===== config.mk =====
export PLATFORM = sky130hd
export DESIGN_NAME = station_actuation_sequencer
export DESIGN_NICKNAME = d
export VERILOG_FILES = /design/src/rtl/sas_pkg.sv /design/src/rtl/sas_cfg.sv /design/src/rtl/sas_ctrl.sv /design/src/rtl/sas_dp.sv /design/src/rtl/station_actuation_sequencer.sv
export SDC_FILE = /design/constraint.sdc
export NUM_CORES = 1
export LEC_CHECK = 0
export BUFFER_PORTS_ARGS = -buffer_cell sky130_fd_sc_hd__buf_2
export CAP_MARGIN = 5
export CORE_AREA = 4 4 212 214
export DETAILED_ROUTE_END_ITERATION = 10
export DIE_AREA = 0 0 216 218
export MAX_ROUTING_LAYER = met4
export PLACE_DENSITY = 0.52
export SLEW_MARGIN = 0
export SYNTH_ARGS = -nofsm -noshare
export SYNTH_HDL_FRONTEND = slang
export SYNTH_SLANG_ARGS = --single-unit

===== constraint.sdc =====
create_clock -name clk -period 5.8 [get_ports clk]
set_input_delay 0.58 -clock clk [delete_from_list [all_inputs] [get_ports clk]]
set_output_delay 0.58 -clock clk [all_outputs]
set_load 0.03 [all_outputs]

===== src/rtl/sas_pkg.sv =====
// ----------------------------------------------------------------------------
// sas_pkg
// Shared types and constants of the station actuation sequencer.
// ----------------------------------------------------------------------------
package sas_pkg;

	// Sequencer modes, as reported in cycle_state
	localparam logic [2:0] MODE_STOPPED    = 3'd0;
	localparam logic [2:0] MODE_ESTOPPED   = 3'd1;
	localparam logic [2:0] MODE_READY      = 3'd2;
	localparam logic [2:0] MODE_START_MOVE = 3'd3;
	localparam logic [2:0] MODE_HOME_MOVE  = 3'd4;
	localparam logic [2:0] MODE_REPORT     = 3'd5;
	localparam logic [2:0] MODE_WAIT       = 3'd6;

	// Request kinds
	localparam logic [1:0] REQ_TICK  = 2'd0;
	localparam logic [1:0] REQ_START = 2'd1;
	localparam logic [1:0] REQ_STOP  = 2'd2;

	// Servo commands
	localparam logic [1:0] SERVO_NONE = 2'd0;
	localparam logic [1:0] SERVO_ONE  = 2'd1;
	localparam logic [1:0] SERVO_ALL  = 2'd2;

	// Register indexes
	localparam logic [2:0] CFG_ENABLE_MASK = 3'd0;
	localparam logic [2:0] CFG_START_MOVE  = 3'd1;
	localparam logic [2:0] CFG_HOME_MOVE   = 3'd2;
	localparam logic [2:0] CFG_CPM         = 3'd3;
	localparam logic [2:0] CFG_START_ANGLE = 3'd4;
	localparam logic [2:0] CFG_HOME_ANGLE  = 3'd5;

	localparam int unsigned MASK_BITS     = 4;
	localparam logic [15:0] MS_PER_MINUTE = 16'd60000;
	localparam int unsigned DIV_STEPS     = 16;
	localparam int unsigned DIVISOR_W     = 18;

	// Configuration registers
	typedef struct packed {
		logic [3:0]  enable_mask;
		logic [15:0] start_move_ms;
		logic [15:0] home_move_ms;
		logic [15:0] cycles_per_minute;
		logic [8:0]  start_angle;
		logic [8:0]  home_angle;
	} sas_cfg_t;

	// Controller to datapath commands
	typedef struct packed {
		logic capture;
		logic div_start;
		logic div_step;
		logic commit;
	} sas_cmd_t;

	// Datapath to controller status
	typedef struct packed {
		logic div_last;
		logic out_busy;
	} sas_sts_t;

	// One result word
	typedef struct packed {
		logic [15:0] report_peak;
		logic [1:0]  report_station;
		logic        report_valid;
		logic [8:0]  servo_angle;
		logic [1:0]  servo_station;
		logic [1:0]  servo_cmd;
		logic        accepted;
		logic [2:0]  cycle_state;
	} sas_res_t;

endpackage


===== src/rtl/sas_cfg.sv =====
// ----------------------------------------------------------------------------
// sas_cfg
// Configuration register file, written through a plain write port.
// ----------------------------------------------------------------------------
module sas_cfg (
	input  logic              clk,
	input  logic              arst_n,
	input  logic              cfg_we,
	input  logic [2:0]        cfg_index,
	input  logic [15:0]       cfg_data,
	output sas_pkg::sas_cfg_t cfg
);

	sas_pkg::sas_cfg_t cfg_q;

	// Register writes; unknown indexes are dropped
	always_ff @(posedge clk or negedge arst_n) begin
		if (!arst_n) begin
			cfg_q.enable_mask       <= 4'd15;
			cfg_q.start_move_ms     <= 16'd500;
			cfg_q.home_move_ms      <= 16'd1000;
			cfg_q.cycles_per_minute <= 16'd30;
			cfg_q.start_angle       <= 9'd90;
			cfg_q.home_angle        <= 9'd0;
		end else if (cfg_we) begin
			unique case (cfg_index)
				sas_pkg::CFG_ENABLE_MASK: cfg_q.enable_mask       <= cfg_data[3:0];
				sas_pkg::CFG_START_MOVE:  cfg_q.start_move_ms     <= cfg_data;
				sas_pkg::CFG_HOME_MOVE:   cfg_q.home_move_ms      <= cfg_data;
				sas_pkg::CFG_CPM:         cfg_q.cycles_per_minute <= cfg_data;
				sas_pkg::CFG_START_ANGLE: cfg_q.start_angle       <= cfg_data[8:0];
				sas_pkg::CFG_HOME_ANGLE:  cfg_q.home_angle        <= cfg_data[8:0];
				default: ;
			endcase
		end
	end

	assign cfg = cfg_q;

endmodule


===== src/rtl/sas_ctrl.sv =====
// ----------------------------------------------------------------------------
// sas_ctrl
// Control FSM: takes a word, runs the wait-period divider, commits the step.
// ----------------------------------------------------------------------------
module sas_ctrl (
	input  logic              clk,
	input  logic              arst_n,
	input  logic              in_valid,
	output logic              in_ready,
	input  sas_pkg::sas_sts_t sts,
	output sas_pkg::sas_cmd_t cmd
);

	typedef enum logic [3:0] {
		S_IDLE = 4'b0001,
		S_LOAD = 4'b0010,
		S_DIV  = 4'b0100,
		S_EXEC = 4'b1000
	} state_t;

	state_t state_q, state_n;

	// Next state
	always_comb begin
		state_n = state_q;
		unique case (state_q)
			S_IDLE: if (in_valid) state_n = S_LOAD;
			S_LOAD: state_n = S_DIV;
			S_DIV:  if (sts.div_last) state_n = S_EXEC;
			S_EXEC: if (!sts.out_busy) state_n = S_IDLE;
			default: state_n = S_IDLE;
		endcase
	end

	always_ff @(posedge clk or negedge arst_n) begin
		if (!arst_n) begin
			state_q <= S_IDLE;
		end else begin
			state_q <= state_n;
		end
	end

	// Commands
	assign in_ready      = (state_q == S_IDLE);
	assign cmd.capture   = in_ready && in_valid;
	assign cmd.div_start = (state_q == S_LOAD);
	assign cmd.div_step  = (state_q == S_DIV);
	assign cmd.commit    = (state_q == S_EXEC) && !sts.out_busy;

`ifndef SYNTH
	a_onehot: assert property (@(posedge clk) disable iff (!arst_n) $onehot(state_q))
		else $error("controller state not one-hot");
	a_one_item: assert property (@(posedge clk) disable iff (!arst_n)
		cmd.capture |=> !in_ready)
		else $error("second word taken while one is in work");
	a_div_to_exec: assert property (@(posedge clk) disable iff (!arst_n)
		(cmd.div_step && sts.div_last) |=> (state_q == S_EXEC))
		else $error("divider finished without commit stage");
`endif

endmodule


===== src/rtl/sas_dp.sv =====
// ----------------------------------------------------------------------------
// sas_dp
// Datapath: input capture, wait-period divider, sequencer state, result word.
// ----------------------------------------------------------------------------
module sas_dp #(
	parameter int NUM_STATIONS = 4
) (
	input  logic              clk,
	input  logic              arst_n,
	input  sas_pkg::sas_cfg_t cfg,
	input  sas_pkg::sas_cmd_t cmd,
	output sas_pkg::sas_sts_t sts,
	input  logic [1:0]        in_req,
	input  logic [31:0]       in_now,
	input  logic              in_estop,
	input  logic [15:0]       in_sample,
	output logic              out_valid,
	input  logic              out_ready,
	output sas_pkg::sas_res_t out_res
);

	localparam int IW = (NUM_STATIONS > 1) ? $clog2(NUM_STATIONS) : 1;
	localparam int DW = sas_pkg::DIVISOR_W;

	// Captured word
	logic [1:0]  req_q;
	logic [31:0] now_q;
	logic        estop_q;
	logic [15:0] sample_q;

	always_ff @(posedge clk) begin
		if (cmd.capture) begin
			req_q    <= in_req;
			now_q    <= in_now;
			estop_q  <= in_estop;
			sample_q <= in_sample;
		end
	end

	// Enabled station count
	logic [2:0] en_count;
	always_comb begin
		en_count = '0;
		for (int i = 0; i < sas_pkg::MASK_BITS; i++) begin
			if (i < NUM_STATIONS && cfg.enable_mask[i]) en_count = en_count + 3'd1;
		end
	end

	// Restoring divider: 60000 / (cpm * count), one quotient bit per cycle
	logic [DW-1:0] divisor_q;
	logic [DW-1:0] rem_q;
	logic [15:0]   quo_q;
	logic [3:0]    div_cnt_q;
	logic [18:0]   product;
	logic [DW+1:0] diff;
	logic [15:0]   period;

	assign product = cfg.cycles_per_minute * en_count;
	assign diff    = {1'b0, rem_q, quo_q[15]} - {2'b00, divisor_q};

	always_ff @(posedge clk or negedge arst_n) begin
		if (!arst_n) begin
			div_cnt_q <= '0;
		end else if (cmd.div_start) begin
			div_cnt_q <= '0;
		end else if (cmd.div_step) begin
			div_cnt_q <= div_cnt_q + 4'd1;
		end
	end

	always_ff @(posedge clk) begin
		if (cmd.div_start) begin
			divisor_q <= product[DW-1:0];
			rem_q     <= '0;
			quo_q     <= sas_pkg::MS_PER_MINUTE;
		end else if (cmd.div_step) begin
			if (!diff[DW+1]) begin
				rem_q <= diff[DW-1:0];
				quo_q <= {quo_q[14:0], 1'b1};
			end else begin
				rem_q <= {rem_q[DW-2:0], quo_q[15]};
				quo_q <= {quo_q[14:0], 1'b0};
			end
		end
	end

	assign sts.div_last = (div_cnt_q == 4'(sas_pkg::DIV_STEPS - 1));
	assign period       = (divisor_q == '0) ? 16'd0 : quo_q;

	// Sequencer state
	logic [2:0]    mode_q;
	logic [IW-1:0] station_q;
	logic [31:0]   start_time_q;
	logic [15:0]   peak_q;

	logic [2:0]    mode_n, mode_t;
	logic [IW-1:0] station_n, station_inc;
	logic [31:0]   start_time_n;
	logic [15:0]   peak_n, peak_max;
	logic [31:0]   elapsed;
	logic          station_on;
	logic          stopped;
	sas_pkg::sas_res_t res;

	assign elapsed     = now_q - start_time_q;
	assign station_on  = (32'(station_q) < sas_pkg::MASK_BITS)
		&& cfg.enable_mask[2'(station_q)];
	assign station_inc = (station_q == IW'(NUM_STATIONS - 1)) ? '0 : station_q + 1'b1;
	assign peak_max    = (sample_q > peak_q) ? sample_q : peak_q;
	assign stopped     = (mode_q == sas_pkg::MODE_STOPPED)
		|| (mode_q == sas_pkg::MODE_ESTOPPED);

	// One step of the sequencer
	always_comb begin
		mode_n       = mode_q;
		mode_t       = mode_q;
		station_n    = station_q;
		start_time_n = start_time_q;
		peak_n       = peak_q;
		res          = '0;
		unique case (req_q)
			sas_pkg::REQ_START: begin
				if (stopped && !estop_q) begin
					mode_n       = sas_pkg::MODE_READY;
					res.accepted = 1'b1;
				end
			end
			sas_pkg::REQ_STOP: begin
				if (!stopped) begin
					mode_n       = sas_pkg::MODE_STOPPED;
					res.accepted = 1'b1;
				end
			end
			sas_pkg::REQ_TICK: begin
				// e-stop check comes first
				if (estop_q && mode_q != sas_pkg::MODE_ESTOPPED) begin
					res.servo_cmd   = sas_pkg::SERVO_ALL;
					res.servo_angle = cfg.home_angle;
					mode_t          = sas_pkg::MODE_ESTOPPED;
				end else if (!estop_q && mode_q == sas_pkg::MODE_ESTOPPED) begin
					mode_t = sas_pkg::MODE_STOPPED;
				end
				mode_n = mode_t;
				unique case (mode_t)
					sas_pkg::MODE_READY: begin
						if (station_on) begin
							start_time_n = now_q;
							peak_n       = '0;
							mode_n       = sas_pkg::MODE_START_MOVE;
						end else begin
							station_n = station_inc;
						end
					end
					sas_pkg::MODE_START_MOVE: begin
						peak_n            = peak_max;
						res.servo_cmd     = sas_pkg::SERVO_ONE;
						res.servo_station = 2'(station_q);
						res.servo_angle   = cfg.start_angle;
						if (elapsed > {16'd0, cfg.start_move_ms})
							mode_n = sas_pkg::MODE_HOME_MOVE;
					end
					sas_pkg::MODE_HOME_MOVE: begin
						peak_n            = peak_max;
						res.servo_cmd     = sas_pkg::SERVO_ONE;
						res.servo_station = 2'(station_q);
						res.servo_angle   = cfg.home_angle;
						if (elapsed > {16'd0, cfg.home_move_ms})
							mode_n = sas_pkg::MODE_REPORT;
					end
					sas_pkg::MODE_REPORT: begin
						res.report_valid   = 1'b1;
						res.report_station = 2'(station_q);
						res.report_peak    = peak_q;
						station_n          = station_inc;
						mode_n             = sas_pkg::MODE_WAIT;
					end
					sas_pkg::MODE_WAIT: begin
						if (elapsed > {16'd0, period}) mode_n = sas_pkg::MODE_READY;
					end
					default: ;
				endcase
			end
			default: ;
		endcase
		res.cycle_state = mode_n;
	end

	always_ff @(posedge clk or negedge arst_n) begin
		if (!arst_n) begin
			mode_q       <= sas_pkg::MODE_STOPPED;
			station_q    <= '0;
			start_time_q <= '0;
			peak_q       <= '0;
		end else if (cmd.commit) begin
			mode_q       <= mode_n;
			station_q    <= station_n;
			start_time_q <= start_time_n;
			peak_q       <= peak_n;
		end
	end

	// Output register
	logic     out_valid_q;
	sas_pkg::sas_res_t out_res_q;

	always_ff @(posedge clk or negedge arst_n) begin
		if (!arst_n) begin
			out_valid_q <= 1'b0;
		end else if (cmd.commit) begin
			out_valid_q <= 1'b1;
		end else if (out_ready) begin
			out_valid_q <= 1'b0;
		end
	end

	always_ff @(posedge clk) begin
		if (cmd.commit) out_res_q <= res;
	end

	assign sts.out_busy = out_valid_q && !out_ready;
	assign out_valid    = out_valid_q;
	assign out_res      = out_res_q;

`ifndef SYNTH
	a_estop_home: assert property (@(posedge clk) disable iff (!arst_n)
		(cmd.commit && res.servo_cmd == sas_pkg::SERVO_ALL)
		|-> (res.cycle_state == sas_pkg::MODE_ESTOPPED))
		else $error("all-home command without e-stop mode");
	a_report_wait: assert property (@(posedge clk) disable iff (!arst_n)
		(cmd.commit && res.report_valid) |-> (res.cycle_state == sas_pkg::MODE_WAIT))
		else $error("report not followed by wait");
	a_div_clear: assert property (@(posedge clk) disable iff (!arst_n)
		cmd.div_start |=> (div_cnt_q == '0))
		else $error("divider step count not cleared");
`endif

endmodule


===== src/rtl/station_actuation_sequencer.sv =====
// A taken word passes through a load state, the 16-step wait-period divider and a commit
// state that loads the output register; its result word then shows on m_tvalid.
// No new word is taken until the previous one has been committed.
// s_tready is high only while idle; a taken word waits at commit while a result is not taken.
// Reset (arst_n low, asynchronous): mode stopped, station 0, timers and peak 0,
// registers to their defaults, no result pending.
// ----------------------------------------------------------------------------
// station_actuation_sequencer
// Round-robin test station sequencer with e-stop handling and peak tracking.
// ----------------------------------------------------------------------------
module station_actuation_sequencer #(
	parameter int NUM_STATIONS = 4
) (
	input  logic        clk,
	input  logic        arst_n,
	// Configuration write port
	input  logic        cfg_we,
	input  logic [2:0]  cfg_index,
	input  logic [15:0] cfg_data,
	// Request stream
	input  logic        s_tvalid,
	output logic        s_tready,
	input  logic [55:0] s_tdata,  // now_ms[31:0], estop_active[32], current_sample[48:33]
	input  logic [1:0]  s_tuser,  // req_type[1:0]
	// Result stream
	output logic        m_tvalid,
	input  logic        m_tready,
	output logic [39:0] m_tdata   // cycle_state[2:0], accepted[3], servo_cmd[5:4],
	                              // servo_station[7:6], servo_angle[16:8], report_valid[17],
	                              // report_station[19:18], report_peak[35:20]
);

	sas_pkg::sas_cfg_t cfg;
	sas_pkg::sas_cmd_t cmd;
	sas_pkg::sas_sts_t sts;
	sas_pkg::sas_res_t res;

	sas_cfg u_cfg (
		.clk       (clk),
		.arst_n    (arst_n),
		.cfg_we    (cfg_we),
		.cfg_index (cfg_index),
		.cfg_data  (cfg_data),
		.cfg       (cfg)
	);

	sas_ctrl u_ctrl (
		.clk      (clk),
		.arst_n   (arst_n),
		.in_valid (s_tvalid),
		.in_ready (s_tready),
		.sts      (sts),
		.cmd      (cmd)
	);

	sas_dp #(
		.NUM_STATIONS (NUM_STATIONS)
	) u_dp (
		.clk       (clk),
		.arst_n    (arst_n),
		.cfg       (cfg),
		.cmd       (cmd),
		.sts       (sts),
		.in_req    (s_tuser),
		.in_now    (s_tdata[31:0]),
		.in_estop  (s_tdata[32]),
		.in_sample (s_tdata[48:33]),
		.out_valid (m_tvalid),
		.out_ready (m_tready),
		.out_res   (res)
	);

	// Result word packing, zero fill to whole bytes
	assign m_tdata = {4'd0, res};

endmodule


Yosys cells after proc, flatten, opt, wreduce, memory -nomap -nowiden
Index checks and enable logic that the tools add are counted.
{"block": "totals", "ff_bits": 271, "out_inout_bits": 42, "elab_cells": 138}
{"block": "classes", "n_addsub": 7, "mul": 1, "n_lt_le_gt_ge": 5, "eq_ne": 26, "n_mux": 41, "reduce_logical": 30}
{"operator": "$gt A32 B16 Y1", "n": 3}
{"operator": "$mux W16", "n": 3}
{"operator": "$mux W3", "n": 12}
{"operator": "$pmux W16 S2", "n": 1}
{"operator": "$sub A32 B32 Y32", "n": 1}
{"operator": "$pmux W13 S2", "n": 1}
{"operator": "$mux W4", "n": 5}
{"operator": "$sub A19 B18 Y20", "n": 1}
{"operator": "$logic_not A18 Y1", "n": 1}
{"operator": "$mul A16 B3 Y18", "n": 1}
{"operator": "$mux W18", "n": 1}
{"operator": "$gt A16 B16 Y1", "n": 1}
{"operator": "$pmux W4 S4", "n": 1}
{"operator": "$eq A3 B3 Y1 const B", "n": 5}
{"operator": "$pmux W3 S5", "n": 1}
{"operator": "$reduce_and A2 Y1", "n": 7}
{"operator": "$eq A3 B2 Y1 const B", "n": 4}
{"operator": "$mux W9", "n": 1}
{"operator": "$pmux W3 S3", "n": 1}
{"operator": "$eq A4 B4 Y1 const B", "n": 2}
{"operator": "$mux W1", "n": 8}
{"operator": "$reduce_and A4 Y1", "n": 2}
{"operator": "$reduce_bool A2 Y1", "n": 4}
{"operator": "$add A3 B1 Y3 const B", "n": 2}
{"operator": "other kinds (25)", "n": 41}

Longest topological paths before layout
Gate-level depths: netlist (run 1).
{"block": "logic_depth", "ltp_word": 9, "ltp_mapped": 23, "depth_no_buf": 23}

By module
From an unflattened synthesis (run 1), not the netlist that was laid out.
{"block": "unflattened", "hier_cells": 1592, "hier_area_um2": 16512.1}
{"mod": "sas_dp", "n_inst": 1, "cells_per_inst": 1410, "area_each_um2": 13536.7}
{"mod": "sas_cfg", "n_inst": 1, "cells_per_inst": 152, "area_each_um2": 2683.8}
{"mod": "sas_ctrl", "n_inst": 1, "cells_per_inst": 25, "area_each_um2": 257.7}
{"mod": "station_actuation_sequencer", "n_inst": 1, "cells_per_inst": 5, "area_each_um2": 33.8}

Least setup slack after synthesis (run 1)
No wires, ideal clock.
{"block": "synth_path", "path_kind": "flip-flop to flip-flop", "start": "register u_cfg.cfg_q, in the netlist u_cfg.cfg[66]", "end": "register u_dp.divisor_q[17], data pin", "setup_ns": 0.260, "arrival_ns": 4.578, "slack_ns": 0.962, "path_stages_with_launch": 23, "path_buffers": 1, "synth_period_minus_slack_ns": 4.838, "cell_sequence": "dfstp_2 -> inv_1 -> ha_1 -> xor2_1 -> ha_1 -> mux2_2 -> clkbuf_1 -> nand2_1 -> fa_1 -> inv_1 -> ha_1 -> a21o_1 -> a21oi_1 -> o21ai_0 -> a21oi_1 -> o21ai_0 -> a41o_1 -> o211a_1 -> o21a_1 -> o21ai_0 -> nand2b_1 -> a21oi_1 -> xnor2_1"}
{"block": "synth_between", "elab_chain_len": 8}
{"element": "start, declared", "line_no": "sas_cfg.sv:14", "text": "sas_pkg::sas_cfg_t cfg_q;"}
{"element": "$mux W1 (*)", "line_no": "sas_dp.sv:45", "text": "if (i < NUM_STATIONS && cfg.enable_mask[i]) en_count = en_count + 3'd1;"}
{"element": "$add A1 B1 Y2", "line_no": "sas_dp.sv:45"}
{"element": "$mux W3 (*)", "line_no": "sas_dp.sv:45"}
{"element": "$add A3 B1 Y3", "line_no": "sas_dp.sv:45"}
{"element": "$mux W3 (*)", "line_no": "sas_dp.sv:45"}
{"element": "$add A3 B1 Y3", "line_no": "sas_dp.sv:45"}
{"element": "$mux W3 (*)", "line_no": "sas_dp.sv:45"}
{"element": "$mul A16 B3 Y18 (*)", "line_no": "sas_dp.sv:58", "text": "assign product = cfg.cycles_per_minute * en_count;"}
{"element": "via u_dp.product[17]", "line_no": "sas_dp.sv:54", "text": "logic [18:0] product;"}
{"element": "end signal, assigned", "line_no": "sas_dp.sv:73", "text": "divisor_q <= product[DW-1:0];"}
{"element": "end, declared", "line_no": "sas_dp.sv:50", "text": "logic [DW-1:0] divisor_q;"}
The timed path passes the listed nets; every way through them passes the cells marked *.
A chain may end at the register's enable or synchronous reset.

Worst setup path after layout (run 1)
{"block": "layout_path", "start": "register u_cfg.cfg_q, in the netlist u_cfg.cfg[66]", "end": "register u_dp.divisor_q[16], data pin"}
Same word-level chain as after synthesis.

==> flow_metrics.env, run 1 <==
export IMPL_finalSetupViolations=0
export IMPL_post_drt_wl_per_cell_um=15.4
export IMPL_tns_ns=0
export IMPL_slew_violations=0
export IMPL_dp_cells=2214
export IMPL_grt_first_pass_wirelength_mm=57.7
export IMPL_die_w_um=216
export IMPL_async_flop_share_pct=48.7
export IMPL_drt_total_wl_mm=35.0
export IMPL_pre_cts_slack_ns=0.459
export IMPL_post_route_min_period_ns=5.25
export IMPL_clkSinkCount=271
export IMPL_synth_ff_type="dfrtp_1"
export IMPL_rsz0062_at_grt="no"
export IMPL_vias=11300
export IMPL_worstSetupStartpointType="register"
export IMPL_syn_to_final_growth_pct=14.6
export IMPL_fin_crit_sh_pct=90.5
export IMPL_layout_drive_gt1_share_pct=17.6
export IMPL_cts_root_buffer="clkbuf_16"
export IMPL_worst_path_max_fanout=16
export IMPL_synth_edff_count=105
export IMPL_fp_row_count=76
export IMPL_seqPwrFrac_pct=35.2
export IMPL_die_h_um=218
export IMPL_fin_skew_ns=0.0241
export IMPL_place_port_buffers=112
export IMPL_final_cell_mix="161 x inv_1, 158 x nand2_1, 139 x ha_1"
export IMPL_hold_viol=0
export IMPL_fin_nets=1904
export IMPL_ctsLongestPathBuffers=3
export IMPL_cp_arrival_ns=5.51
export IMPL_fin_area_um2=18200
export IMPL_postSynthCellCount=1553
export IMPL_grt_max_degree=91
export IMPL_maxCapViolations=0
export IMPL_p_comb_share_pct=37.0
export IMPL_final_common_cell="inv_1"
export IMPL_p_leak_nw=8.06
export IMPL_drtPass1Iterations=5
export IMPL_synth_xor_xnor_area_share_pct=2.93
export IMPL_timing_fmax_mhz=190
export IMPL_holdWs_ns=0.0965
export IMPL_synth_top_family_by_area="compound AO/OA/AOI/OAI gates"
export IMPL_switching_share_pct=34.7
export IMPL_min_path_type="input port to asynchronous set/reset pin"
export IMPL_cts_made_buffers=35
export IMPL_drc=0
export IMPL_instances_no_fill=2276
export IMPL_place_gp_congestion=0.832
export IMPL_worst_pin_slew_ns=0.913
export IMPL_peakVddDrop_mv=0.231
export IMPL_p_per_area_nw_per_um2=410
export IMPL_layout_setup_ws_ns=0.550
export IMPL_fill_cells=4221
export IMPL_cp_required_ns=6.06
export IMPL_fp_dieArea_um2=47100
export IMPL_start_util_pct=36.9
export IMPL_antenna_found_initial=1
export IMPL_cts_tree="done"
export IMPL_grt_pass1_vias=11300
export IMPL_synth_area_um2=15800
export IMPL_ys_seq_area_share_pct=45.2
export IMPL_ys_types=74
export IMPL_max_slew_margin_pct=38.8
export IMPL_vias_per_cell=4.95
export IMPL_critical_path_endpoint_type="register"
export IMPL_power_frac_clock_pct=27.7
export IMPL_cts_htree_levels=2
export IMPL_grt_usage_pct=15.3
export IMPL_synth_mux_area_share_pct=6.66
export IMPL_synth_seq_cells=271
export IMPL_internal_power_w=0.00486
export IMPL_final_antenna_net_count=0
export IMPL_synth_simple_area_share_pct=12.7
export IMPL_placed_cell_area_um2=17100
export IMPL_path_class="register to register"
export IMPL_ioPinCount=124
export IMPL_switching_power_w=0.00259
export IMPL_grt_ovfl_total=0
export IMPL_postCtsHoldBufs=0
export IMPL_fp_coreArea_um2=42900
export IMPL_dp_hpwl_mm=26.0
export IMPL_synth_compound_area_share_pct=14.0
export IMPL_outcome="completed"
export IMPL_synthAdderAreaFrac_pct=13.1
export IMPL_synth_warnings=0
export IMPL_first_iter_violations=582
export IMPL_syn_area_per_cell_um2=10.2
export IMPL_clk_latency_ns=0.53
export IMPL_cts_reportedPaths_clkPinSlew_ns=0.06
[final cells by class]
type / count / area (um^2) / area share, %
multi-input combinational: 1069 / 7880 / 43.4
sequential: 271 / 7170 / 39.5
clock inverter: 13 / 124 / 0.682
timing repair buffer: 128 / 687 / 3.78
tap: 585 / 732 / 4.03
inverter: 161 / 604 / 3.33
clock buffer: 48 / 966 / 5.32
antenna: 1 / 2.50 / 0.0138
[worst paths after layout]
kind	startpoint	slack, ns	to	cells past startpoint
worst max-delay path	u_cfg.cfg[66]	0.55	u_dp.divisor_q[16]	22
worst min-delay path	arst_n	0.1	u_dp.peak_q[9]	1
worst max register to register	u_cfg.cfg[66]	0.55	u_dp.divisor_q[16]	22
worst min register to register	u_dp.rem_q[2]	0.48	u_dp.rem_q[2]	2
max in group asynchronous	arst_n	4.46	u_dp.start_time_q[23]	2
min in group clk	s_tdata[21]	0.22	u_dp.now_q[21]	1
[synthesized netlist by cell type (21+ instances only)]
master | n | share of area (%)
nor2_1 | 64 | 1.5
nor2b_1 | 27 | 1.1
a21oi_1 | 92 | 2.9
nor3_1 | 33 | 1.0
dfrtp_1 | 107 | 17
nand2_1 | 159 | 3.8
nand2b_1 | 23 | 0.91
edfxtp_1 | 105 | 20
xor2_1 | 21 | 1.2
inv_1 | 161 | 3.8
nand4_1 | 24 | 0.95
a21o_1 | 38 | 1.8
ha_1 | 139 | 11
clkbuf_1 | 45 | 1.1
dfstp_2 | 25 | 4.1
xnor2_1 | 32 | 1.8
dfxtp_1 | 34 | 4.3
o21ai_0 | 109 | 3.4
mux2i_1 | 21 | 1.3
mux2_2 | 72 | 5.1
[critical path: stages (launching register included)]
cell and delay (ns):
dfstp_2 0.54, inv_1 0.06, ha_1 0.32, xor2_1 0.24, ha_1 0.27, mux2_2 0.40, and2_1 0.22, fa_1 0.51
ha_1 0.17, inv_1 0.06, fa_1 0.40, nor2b_1 0.13, o21ai_0 0.11, a21boi_0 0.23, o21ai_0 0.14, a21boi_1 0.21
o21ai_0 0.12, a21boi_1 0.20, o21ai_0 0.12, a21oi_1 0.21, a21o_1 0.15, a21oi_1 0.07, xnor2_1 0.12
[per-layer routing]
| metal | vias up | GRT usage (%) | wire length (um) |
|---|---|---|---|
| li1 | 5693 | - | - |
| met1 | 5379 | 19.4 | 16200 |
| met2 | 140 | 25.6 | 16900 |
| met3 | 55 | 2.29 | 1080 |
| met4 | 0 | 4.82 | 822 |
| met5 | - | - | 0 |
[sequential cells by signal, indices dropped and copies added (netlist names)]
register / cells
u_cfg.cfg: 70
u_ctrl.state_q: 4
u_dp.div_cnt_q: 4
u_dp.divisor_q: 18
u_dp.estop_q: 1
u_dp.mode_q: 3
u_dp.now_q: 32
u_dp.out_res: 36
u_dp.out_valid: 1
u_dp.peak_q: 16
u_dp.quo_q: 16
u_dp.rem_q: 18
u_dp.req_q: 2
u_dp.sample_q: 16
u_dp.start_time_q: 32
u_dp.station_q: 2
[what timing repair did]
action | in CTS | in global routing
endpoints found under the setup margin | 0 | 1
setup buffers | 0 | 0
resized for setup | 0 | 2
[power groups by stage]
stage / clock network, W / registers (W) / logic, W
final: 0.00207 / 0.00262 / 0.00276
after detailed placement: 0 / 0.00266 / 0.00277
after CTS: 0.00215 / 0.00263 / 0.00279
after floorplan: 0 / 0.00259 / 0.00216
after global routing: 0.00223 / 0.00267 / 0.00318
after global placement: 0 / 0.00265 / 0.00272
[kinds of logic after synthesis]
group | Yosys count
and+or+nand+nor | 411
AOI/OAI and AO/OA | 350
DFF | 271
buffers and inverters | 216
adders and majority gates | 156
muxes | 95
xor gates and xnor gates | 53
other | 1
[metrics by stage]
stage	total power [W]	utilization [%]
after floorplan	0.00475	-
after global placement	0.00538	39.8
after detailed placement	0.00543	39.8
after CTS	0.00757	42.3
after global routing	0.00807	42.3
final	0.00745	42.3
(Power assumes the default switching activity.)
==> inputs of run 2 (changes only) <==
--- a/config.mk
+++ b/config.mk
@@ -7,12 +7,13 @@
 export LEC_CHECK = 0
 export BUFFER_PORTS_ARGS = -buffer_cell sky130_fd_sc_hd__buf_2
 export CAP_MARGIN = 5
-export CORE_AREA = 4 4 212 214
+export CORE_AREA = 4 4 217 219
 export DETAILED_ROUTE_END_ITERATION = 10
-export DIE_AREA = 0 0 216 218
+export DIE_AREA = 0 0 221 223
 export MAX_ROUTING_LAYER = met4
 export PLACE_DENSITY = 0.52
 export SLEW_MARGIN = 0
 export SYNTH_ARGS = -nofsm -noshare
 export SYNTH_HDL_FRONTEND = slang
+export SYNTH_HIERARCHICAL = 1
 export SYNTH_SLANG_ARGS = --single-unit
==> run 2 against run 1 <==
Clock skew increased by 0.0016 ns. Sequential share of layout area fell by 1.3 points. Register-to-register slack better by 0.097 ns. Critical endpoint is now u_dp/divisor_q[16]. Cell area increased by 3.4%.
==> flow_metrics.env, run 2 <==
export IMPL_worst_pin_slew_ns=1.04
export IMPL_drt_total_wl_mm=38.2
export IMPL_async_flop_share_pct=48.7
export IMPL_fin_skew_ns=0.0256
export IMPL_maxCapViolations=0
export IMPL_cts_reportedPaths_clkPinSlew_ns=0.06
export IMPL_timing_fmax_mhz=194
export IMPL_fp_coreArea_um2=45100
export IMPL_drc=0
export IMPL_cts_root_buffer="clkbuf_16"
export IMPL_cts_setup_buffers=0
export IMPL_vias=11800
export IMPL_r2r_end="u_dp/divisor_q[16]"
export IMPL_min_path_type="input port to asynchronous set/reset pin"
export IMPL_crit_buf_inv=3
export IMPL_place_port_buffers=112
export IMPL_ioPinCount=124
export IMPL_ys_seq_area_share_pct=43.4
export IMPL_cp_startpoint="u_cfg/cfg[66]"
export IMPL_rsz0062_at_grt="no"
export IMPL_final_cell_mix="167 x inv_1, 139 x ha_1, 138 x nand2_1"
export IMPL_slew_violations=0
export IMPL_synth_seq_cells=271
export IMPL_syn_to_final_growth_pct=13.7
export IMPL_cp_arrival_ns=5.42
export IMPL_synth_edff_count=105
export IMPL_postCtsHoldBufs=0
export IMPL_pre_cts_slack_ns=0.670
export IMPL_final_core_util_pct=41.6
export IMPL_antennaDiodeCount=0
export IMPL_rrSetupSlack_ns=0.65
export IMPL_fp_dieArea_um2=49300
export IMPL_synth_most_common_cell="inv_1"
export IMPL_grt_ovfl_total=0
export IMPL_final_antenna_net_count=0
export IMPL_cts_tree="done"
export IMPL_tns_ns=0
export IMPL_critical_path_endpoint_type="register"
export IMPL_timing_rr_start="u_cfg/cfg[66]"
export IMPL_ys_types=91
export IMPL_cp_cell_sequence="inv_1 -> ha_1 -> xor2_1 -> ha_1 -> mux2_2 -> nand2_1 -> fa_1 -> inv_1 -> ha_1 -> inv_1 -> fa_1 -> nor2b_1 -> o21ai_0 -> a21boi_0 -> o21ai_0 -> a21boi_0 -> o21ai_0 -> a21boi_0 -> o21ai_0 -> a21oi_1 -> o211ai_1"
export IMPL_dp_hpwl_mm=28.1
export IMPL_layout_setup_ws_ns=0.647
export IMPL_cts_resized=0
export IMPL_final_common_cell="inv_1"
export IMPL_peakVddDrop_mv=0.349
export IMPL_die_w_um=221
export IMPL_cp_top_family="compound AO/OA/AOI/OAI gates"
export IMPL_first_iter_violations=612
export IMPL_synth_warnings=6
export IMPL_postSynthCellCount=1592
export IMPL_synth_ff_type="dfrtp_1"
export IMPL_ctsLongestPathBuffers=3
export IMPL_place_gp_congestion=0.879
export IMPL_fp_row_count=78
export IMPL_fin_nets=1935
export IMPL_synth_area_leaders="edfxtp_1 19%, dfrtp_1 16%, ha_1 11%"
export IMPL_vias_per_cell=5.07
export IMPL_cts_htree_levels=2
export IMPL_fin_total_pwr_w=0.00788
export IMPL_grt_usage_pct=15.8
export IMPL_antenna_found_initial=0
export IMPL_finalSetupViolations=0
export IMPL_syn_area_per_cell_um2=10.4
export IMPL_grt_pass1_vias=11800
export IMPL_synth_area_um2=16500
export IMPL_p_per_area_nw_per_um2=420
export IMPL_worstRegToRegCells=21
export IMPL_post_drt_wl_per_cell_um=16.5
export IMPL_cp_common_cell="o21ai_0"
export IMPL_synthTopCellsByCount="167 x inv_1, 139 x ha_1, 138 x nand2_1"
export IMPL_worst_path_max_fanout=16
export IMPL_grt_max_degree=88
export IMPL_p_leak_nw=8.37
export IMPL_drtPass1Iterations=6
export IMPL_clkSinkCount=271
export IMPL_die_h_um=223
export IMPL_grt_first_pass_wirelength_mm=62.6
export IMPL_start_util_pct=36.6
export IMPL_worstSetupStartpointType="register"
export IMPL_cp_required_ns=6.06
export IMPL_yosys_area_top_type="edfxtp_1"
export IMPL_largest_reg_flops=70
export IMPL_slowest_delay_ns=0.55
export IMPL_cp_slowest_cell="dfstp_2"
export IMPL_clk_latency_ns=0.56
export IMPL_holdWs_ns=0.0880
export IMPL_cts_made_buffers=34
export IMPL_yosysTopAreaCellShare_pct=19.1
export IMPL_post_route_min_period_ns=5.15
export IMPL_fin_crit_sh_pct=88.8
export IMPL_fill_cells=4404
export IMPL_hold_viol=0
export IMPL_max_slew_margin_pct=30.0
export IMPL_layout_drive_gt1_share_pct=19.8
export IMPL_outcome="completed"
export IMPL_path_class="register to register"
## run 2: cell types whose count changed in the layout (fill, tap and decap cells not counted), sizes merged, moves of 11 or more
cell	before	now
nor2b	27	15
nor4	7	25
nand2	159	139
a211oi	12	25
nor2	64	96
mux2	73	106
nor3	33	22
mux2i	21	49
a21oi	93	68
o21ai	114	71
## run 2: worst max-delay path by stage
stage	cells after the start	to	slack (ns)
2_1_floorplan	22	u_dp/divisor_q[16]	1.05
6_report	21	u_dp/divisor_q[16]	0.65
4_1_cts	21	u_dp/divisor_q[16]	0.62
5_1_grt	23	u_dp/divisor_q[16]	0.09
3_3_place_gp	21	u_dp/divisor_q[17]	0.80
3_5_place_dp	21	u_dp/divisor_q[16]	0.67
## run 2: power by group
part | switching (W) | internal (W)
clock | 0.000829 | 0.00119
combinational | 0.00183 | 0.00136
sequential | 0.000227 | 0.00244
total | 0.00289 | 0.00499
## run 2: metrics by stage
stage          cells  area, um^2
2_1_floorplan   1595       16500
3_3_place_gp    2260       17700
3_5_place_dp    2260       17700
4_1_cts         2322       18800
5_1_grt         2323       18800
6_report        2323       18800
## run 2: final cells by class
| class | count | area (um^2) | share of cell area [%] |
|---|---|---|---|
| multi-input combinational | 1094 | 8470 | 45.1 |
| sequential | 271 | 7170 | 38.2 |
| clock buffer | 50 | 951 | 5.06 |
| tap | 600 | 751 | 4.00 |
| timing repair buffer | 125 | 662 | 3.53 |
| inverter | 171 | 642 | 3.42 |
| clock inverter | 12 | 128 | 0.680 |
## run 2: worst register-to-register path: stages, from the launching register on
cell	delay, ns
dfstp_2	0.55
inv_1	0.04
ha_1	0.31
xor2_1	0.27
ha_1	0.28
mux2_2	0.40
nand2_1	0.14
fa_1	0.41
inv_1	0.06
ha_1	0.15
inv_1	0.05
fa_1	0.39
nor2b_1	0.12
o21ai_0	0.10
a21boi_0	0.24
o21ai_0	0.13
a21boi_0	0.26
o21ai_0	0.14
a21boi_0	0.26
o21ai_0	0.17
a21oi_1	0.23
o211ai_1	0.13
## run 2: cell families (layout without fill, tap and decap cells)
group / count (synthesis) / after routing / synth area share, %
adders and majority gates: 156 / 156 / 12.6
and+or+nand+nor: 416 / 416 / 12.6
other: 1 / 4 / 0.0227
DFF: 271 / 271 / 43.4
muxes: 156 / 156 / 10.3
AOI/OAI and AO/OA: 312 / 312 / 12.8
xor gates and xnor gates: 50 / 50 / 2.65
buffers and inverters: 230 / 358 / 5.56
## run 2: routing by layer
| layer | global-route usage (%) | vias to the layer above | share of wire (%) |
|---|---|---|---|
| li1 | - | 5900 | - |
| met4 | 4.53 | 0 | 2.1 |
| met2 | 25.8 | 166 | 48 |
| met1 | 20.7 | 5664 | 47 |
| met3 | 2.28 | 48 | 3.0 |
| met5 | - | - | 0 |
